**src/rtl/biba_pkg.sv**
```systemverilog
// ----------------------------------------------------------------------------
// biba_pkg
// Shared types and constants of the bitmap inode/block allocator.
// ----------------------------------------------------------------------------
package biba_pkg;

  localparam int MAP_BITS_DEF = 8192;
  localparam int NUM_W        = 14;
  localparam int WORD_W       = 32;
  localparam int BIT_W        = 5;
  localparam int CMD_W        = 2;
  localparam int STAT_W       = 2;
  localparam int CFG_IDX_W    = 1;
  localparam int CFG_DATA_W   = 14;
  localparam int TDATA_W      = 16;

  localparam logic [NUM_W-1:0] COUNT_RST = NUM_W'(8192);

  localparam logic [CFG_IDX_W-1:0] REG_INODE_COUNT = 1'd0;
  localparam logic [CFG_IDX_W-1:0] REG_BLOCK_COUNT = 1'd1;

  typedef enum logic [CMD_W-1:0] {
    CMD_ALLOC_INODE = 2'd0,
    CMD_FREE_INODE  = 2'd1,
    CMD_ALLOC_BLOCK = 2'd2,
    CMD_FREE_BLOCK  = 2'd3
  } cmd_t;

  typedef enum logic [STAT_W-1:0] {
    STAT_DONE  = 2'd0,
    STAT_FULL  = 2'd1,
    STAT_RANGE = 2'd2
  } status_t;

  typedef enum logic [2:0] {
    S_CLEAR,
    S_IDLE,
    S_SCAN,
    S_FREE,
    S_DONE
  } fsm_t;

  typedef struct packed {
    logic             found;
    logic             last;
    logic [BIT_W-1:0] pos;
  } scan_res_t;

  // Position of the lowest set bit; binary search over halves.
  function automatic logic [BIT_W-1:0] lowest_set(input logic [WORD_W-1:0] x);
    logic [WORD_W-1:0] v;
    logic [BIT_W-1:0]  pos;
    v   = x;
    pos = '0;
    for (int i = BIT_W - 1; i >= 0; i--) begin
      if ((v & ((WORD_W'(1) << (1 << i)) - WORD_W'(1))) == '0) begin
        v      = v >> (1 << i);
        pos[i] = 1'b1;
      end
    end
    return pos;
  endfunction

endpackage

```
**src/rtl/biba_word_scan.sv**
```systemverilog
// ----------------------------------------------------------------------------
// biba_word_scan
// Lowest clear bit of one bitmap word below the map limit.
// ----------------------------------------------------------------------------
module biba_word_scan import biba_pkg::*; #(
  parameter int AW = 8,
  parameter int CW = 14
) (
  input  logic [WORD_W-1:0] word,
  input  logic [AW-1:0]     word_idx,
  input  logic [CW-1:0]     lim,
  output scan_res_t         res
);

  localparam int EW = CW + 1;

  logic [EW-1:0]     base;
  logic [EW-1:0]     rem;
  logic [WORD_W-1:0] mask;
  logic [WORD_W-1:0] cand;

  always_comb begin
    base = EW'({word_idx, {BIT_W{1'b0}}});
    rem  = EW'(lim) - base;
    if (rem >= EW'(WORD_W)) begin
      mask = '1;
    end else begin
      mask = (WORD_W'(1) << rem[BIT_W-1:0]) - WORD_W'(1);
    end
    cand      = ~word & mask;
    res.found = (cand != '0);
    res.last  = (base + EW'(WORD_W)) >= EW'(lim);
    res.pos   = lowest_set(cand);
  end

endmodule
```
**config.mk**
```make
export PLATFORM = sky130hd
export DESIGN_NAME = biba_word_scan
export DESIGN_NICKNAME = d
export VERILOG_FILES = /design/src/rtl/biba_pkg.sv /design/src/rtl/biba_word_scan.sv
export SDC_FILE = /design/constraint.sdc
export NUM_CORES = 1
export LEC_CHECK = 0
export BUFFER_PORTS_ARGS = -buffer_cell sky130_fd_sc_hd__buf_2
export CORE_UTILIZATION = 30
export DETAILED_ROUTE_END_ITERATION = 16
export PLACE_DENSITY = 0.53
export SYNTH_ARGS = -nofsm -noshare
export SYNTH_HDL_FRONTEND = slang
export SYNTH_SLANG_ARGS = --single-unit
```
**constraint.sdc**
```tcl
create_clock -name vclk -period 7.2
set_input_delay 0 -clock vclk [all_inputs]
set_output_delay 0 -clock vclk [all_outputs]
set_load 0.03 [all_outputs]
```
; ---- Yosys cells after proc, flatten, opt, wreduce, memory -nomap -nowiden
; Cells that the tools add are included.
[word_totals]
reg_bits = 0
inputBits = 54
out_inout_bits = 7
[op_classes]
shifts = 1
bitwise_logic = 2
n_addsub = 3
reduce_logical = 6
magnitude_cmp = 2
muxes = 10
[op_table]
columns = op, n
row1 = zero test 32 bit, 5
row2 = AND 32 bit, 1
row3 = 2-to-1 mux 32 bit, 1
row4 = NOT 32 bit, 1
row5 = nonzero test 32 bit, 1
row6 = "<< shifter 1 x 5 -> 32 bit, first input constant", 1
row7 = "subtractor 32 x 2 -> 32 bit, second input constant", 1
row8 = "greater-or-equal comparator 15 x 6 -> 1 bit, second input constant", 1
row9 = 2-to-1 mux 15 bit, 1
row10 = subtractor 14 x 13 -> 15 bit, 1
row11 = "adder 13 x 6 -> 14 bit, second input constant", 1
row12 = greater-or-equal comparator 14 bit, 1
row13 = 2-to-1 mux 7 bit, 1
row14 = 2-to-1 mux 1 bit, 6
row15 = 2-to-1 mux 3 bit, 1

; ---- Depth between registers and ports, before layout
; Gate-level depths: netlist (run 1).
[depth]
depth_word = 15
depth_mapped = 17
ltp_nobuf = 15

; ---- Worst setup path before layout (run 1)
; No wires, ideal clock.
[synth_timing]
path_type = input-to-output
from = input lim[5]
to = output res[2] in the netlist's numbering
path_slack_ps = 3392
stages = 16
required_ps = 7200
arrival_ps = 3808
n_path_buf = 2
path_cell_list = inv_1 -> ha_1 -> fa_1 -> nand2b_1 -> nor2b_1 -> a211o_1 -> and4_2 -> and4b_1 -> buf_6 -> buf_6 -> a31o_1 -> and4_2 -> nor3b_4 -> inv_1 -> o221ai_1 -> nor4_1
[synth_lines]
columns = item, line
row1 = start: declaration, biba_word_scan.sv:11  ; input logic [CW-1:0] lim,
row2 = end: declaration, biba_word_scan.sv:12  ; output scan_res_t res

==> reports/results.txt, run 1 <==
Power Internal - 0.06060 mW
Synth area leaders - ha_1 11%, inv_1 5.9%, nand2_1 5.2%
max-cap violations - 0
die footprint - 7802 um2
I/O pin total - 61
Final GP Congestion - 0.8942
placed insts - 466
crit path max fanout - 17
Setup crit start kind - primary input
Iteration-0 DRC Markers - 149
clock buffer count - 0
syn_nets - 401
Chip Width - 88.33 um
Net Sw Power - 0.08751 mW
CP peak stage delay - 720 ps
WP data required - 7200 ps
area grow syn2layout - 12.26%
Ys Warns - 0
via count - 2567
WL/cell - 14.51 um
Setup crit start - word_idx[1]
GRT Util Overall - 17.34%
# rows - 31
Initial Util - 30.99%
Worst slew margin - 44.41%
post-synth top area cell - ha_1
post-route non-filler standard cell count - 466
Final Slew Violations - 0
first drt pass iteration count - 4
core area - 7214 um2
post-layout minimum cycle time - 4499 ps
Syn Area/Cell - 6.838 um2
final setup vio count - 0
fin area - 2510 um2
nets@finish - 443
class of the worst hold path - primary input to primary output
WL final - 6760 um
Mapped Cells - 327
initial antenna violation count - 0
layout cells sized above 1 - 25.61%
share of the synthesized area in the top cell type - 10.63%
DRC viols - 0
Cell Area, Synth - 2236 um2
first-pass GRT wire length - 11040 um
Final Hold Viols - 0
clock network fraction of design power - 0%
power per cell area - 59.01 nW/um2
HPWL Detailed - 5576 um
cell with the most instances after synthesis - inv_1
Cell Area, Placed - 2510 um2
count of input and output buffers - 61
status - finished clean
Sum Neg Setup Slack - 0 ps
Routed Antenna Nets - 0
post-DR vias/cell - 5.509
RSZ-0062 raised after global routing - no
vias in the first global route - 2337
Final Cycle Share - 62.48%
Post-synth top cells - 35 x inv_1, 31 x nand2_1, 19 x a21oi_1, 19 x ha_1, 19 x o21ai_0
Crit path arrival time - 4500 ps
Netlist cell types - 82
die height - 88.33 um
Total Power - 0.1481 mW
Max VDD drop - 0.03073 mV
GRT overflow - 0
logic gate share of total power - 100.0%
pin count of the biggest net entering global routing - 24
switching share of power - 59.08%
Hold Buf Count CTS - 0
postcts setup bufs - 0
Leakage - 1.170 nW
critical-path cell list - buf_2, inv_1, ha_1, nor2b_4, o2111ai_1, a221o_1, a221oi_2, and4b_1, a21oi_2, or2_4, nor3_4, o221ai_4, o31a_1, a21o_1, a211oi_2, buf_2
most numerous cell on the critical path - buf_2
worst hold start - word[28]
Crit. End Element - primary output
seq_cells - 0
diode count - 0
CTS resizes - 0
Register Area - 0 um2
Flop pwr share - 0%
Crit Path Category - primary input to primary output
register area share after synthesis - 0%
worst slew pin tran - 833.8 ps
Fmax achieved - 0.2223 GHz
Worst path slowest cell - a221oi_2
-- path summary, 6_finish.rpt --
| kind | to | slack, ps | cells after the start |
|---|---|---|---|
| worst min-delay path | res[6] | 540 | 5 |
| worst max-delay path | res[0] | 2700 | 16 |
-- critical path: cells and delay by family --
kind | cells | cell delay [ps]
fa+ha+maj | 1 | 270
simple gates | 4 | 1430
compound gates | 8 | 2360
buf+inv | 3 | 440
-- routing by layer --
layer	vias up	routed length, um	global-route usage [%]
met2	71	3357	32.17
met4	0	34	0.8798
met5	-	0	0
met3	4	271	0.2799
li1	1304	-	-
met1	1188	3096	23.43
-- area by class of cell --
| cell class | instances | area (um2) |
|---|---|---|
| well taps | 99 | 123.9 |
| fillers | 810 | 4705 |
| multi-input cells | 270 | 1942 |
| repair buffers | 62 | 312.8 |
| inverters | 35 | 131.4 |
-- metrics by stage --
stage	hold slack (ps)	utilization (%)	setup slack, ps
floorplan	297.0	-	3392
global placement	541.6	34.79	2818
detailed placement	545.9	34.79	2722
CTS	547.5	34.79	2723
global route	593.2	34.79	2335
finish	542.6	34.79	2701
-- cell families after synthesis --
logic type / Yosys count / synth area share (%)
AOI/OAI and AO/OA: 112 / 37.55
xor gates and xnor gates: 9 / 3.526
adders and majority gates: 20 / 11.53
buffers and inverters: 57 / 13.15
muxes: 2 / 0.8954
and+or+nand+nor: 127 / 33.35
-- power groups by stage --
stage / registers, mW / clock network (mW) / logic, mW
detailed placement: 0 / 0 / 0.147
CTS: 0 / 0 / 0.148
finish: 0 / 0 / 0.148
global route: 0 / 0 / 0.166
global placement: 0 / 0 / 0.146
floorplan: 0 / 0 / 0.112
-- cells in the final DEF, fill, tap and decap left out, drive strengths merged, types with 4 or more instances in the layout --
cell	count
a211oi	5
a21o	8
a21oi	21
a22oi	7
a31o	6
and2	6
and4	4
buf	62
ha	19
inv	35
nand2	32
nand2b	6
nand3	11
nand3b	5
nand4	11
nor2	18
nor2b	9
nor3	10
o21ai	20
o221ai	4
o31ai	5
o32ai	4
xnor2	7
No activity file was read; power rests on OpenSTA's default activity.
==> inputs of run 2 (changes only) <==
Clock period 7.2 ns to 4.4 ns, I/O delays scaled along.
==> reports/results.txt, run 2 (synthesis results as in run 1) <==
status - finished clean
# rows - 31
Final GP Congestion - 0.8561
Final Hold Viols - 0
Iteration-0 DRC Markers - 165
Register Area - 0 um2
Flop pwr share - 0%
vias in the first global route - 2414
Total Power - 0.2473 mW
pin count of the biggest net entering global routing - 24
area grow syn2layout - 13.88%
Final Cycle Share - 90.58%
Crit path arrival time - 3990 ps
CP Capture Point - res[0]
Max VDD drop - 0.03732 mV
Initial Util - 30.99%
GRT Util Overall - 17.44%
nets@finish - 447
WL final - 6804 um
Chip Width - 88.33 um
DRC viols - 0
first-pass GRT wire length - 11010 um
max-cap violations - 0
clock buffer count - 0
seq_cells - 0
GRT overflow - 0
final setup vio count - 0
placed insts - 470
post-route non-filler standard cell count - 470
commonest non-fill, non-tap cell in the layout - buf_2
class of the worst hold path - primary input to primary output
postcts setup bufs - 0
final core occ - 35.29%
Crit Path Category - primary input to primary output
count of input and output buffers - 61
filler cell count in the final layout - 819
diode count - 0
post-layout minimum cycle time - 3986 ps
initial antenna violation count - 0
Power Internal - 0.1023 mW
Setup crit start - lim[1]
I/O pin total - 61
via count - 2619
switching share of power - 58.64%
HPWL Detailed - 5587 um
Net Sw Power - 0.1450 mW
die footprint - 7802 um2
logic gate share of total power - 100.0%
die height - 88.33 um
layout cells sized above 1 - 26.95%
worst slew pin tran - 568.6 ps
Hold Buf Count CTS - 0
RSZ-0062 raised after global routing - no
most frequent cells in the layout - 61 x buf_2, 35 x inv_1, 31 x nand2_1
first drt pass iteration count - 4
Final Slew Violations - 0
Worst slew margin - 62.10%
post-DR vias/cell - 5.572
Routed Antenna Nets - 0
Fmax achieved - 0.2509 GHz
WP data required - 4400 ps
crit path max fanout - 19
Setup crit start kind - primary input
Leakage - 1.191 nW
clock network fraction of design power - 0%
Sum Neg Setup Slack - 0 ps
WL/cell - 14.48 um
Crit. End Element - primary output
core area - 7214 um2
power per cell area - 97.14 nW/um2
run 2: critical path, cell delays in order:
cell and delay (ps):
buf_2 290, nor2_1 170, nand2_1 130, ha_1 530
nor2_1 250, mux2i_1 180, o22ai_1 130, nor2_1 160
nand4_2 150, a22oi_1 380, or3b_2 510, o31ai_1 340
a22oi_1 130, o31ai_2 110, nor2_1 90, a211oi_2 210
buf_2 220
run 2: final cells by class:
cell class	instances	area (um2)	share of cell area [%]
inverter	35	131.4	5.160
multi-input combinational	270	1948	76.51
tap	99	123.9	4.865
timing repair buffer	66	342.8	13.46
run 2: worst min-delay path by stage:
stage | from | depth (start not counted) | endpoint | slack [ps]
floorplan | word[0] | 4 | res[0] | 300
global placement | word[28] | 5 | res[6] | 520
detailed placement | word[28] | 5 | res[6] | 520
CTS | word[28] | 5 | res[6] | 520
global route | word[28] | 5 | res[6] | 570
finish | word[28] | 5 | res[6] | 520
run 2: timing repair:
item,CTS,global route
resized for setup,0,2
endpoints found under the setup margin,0,2
endpoints found under the hold margin,0,0
run 2: metrics by stage:
step | hold slack [ps] | instance area (um2) | setup WS [ps]
after floorplan | 297.0 | 2236 | 591.9
after global placement | 522.2 | 2540 | 347.9
after detailed placement | 523.6 | 2540 | 338.6
after CTS | 522.3 | 2540 | 317.1
after global routing | 566.6 | 2546 | 148.4
final | 521.9 | 2546 | 414.3
run 2: per-layer routing:
layer	part of all wire, %	vias to the layer above	track usage (%)	wire length (um)
met3	4.9	6	0.6530	330
met1	46	1210	22.82	3098
met5	0	-	0	0
met4	1.4	0	2.933	95
li1	-	1313	-	-
met2	48	90	32.03	3281
run 2: power groups by stage:
stage | Sequential (mW) | Clock (mW) | Combinational (mW)
finish | 0 | 0 | 0.247
global placement | 0 | 0 | 0.243
detailed placement | 0 | 0 | 0.245
CTS | 0 | 0 | 0.247
floorplan | 0 | 0 | 0.183
global route | 0 | 0 | 0.276
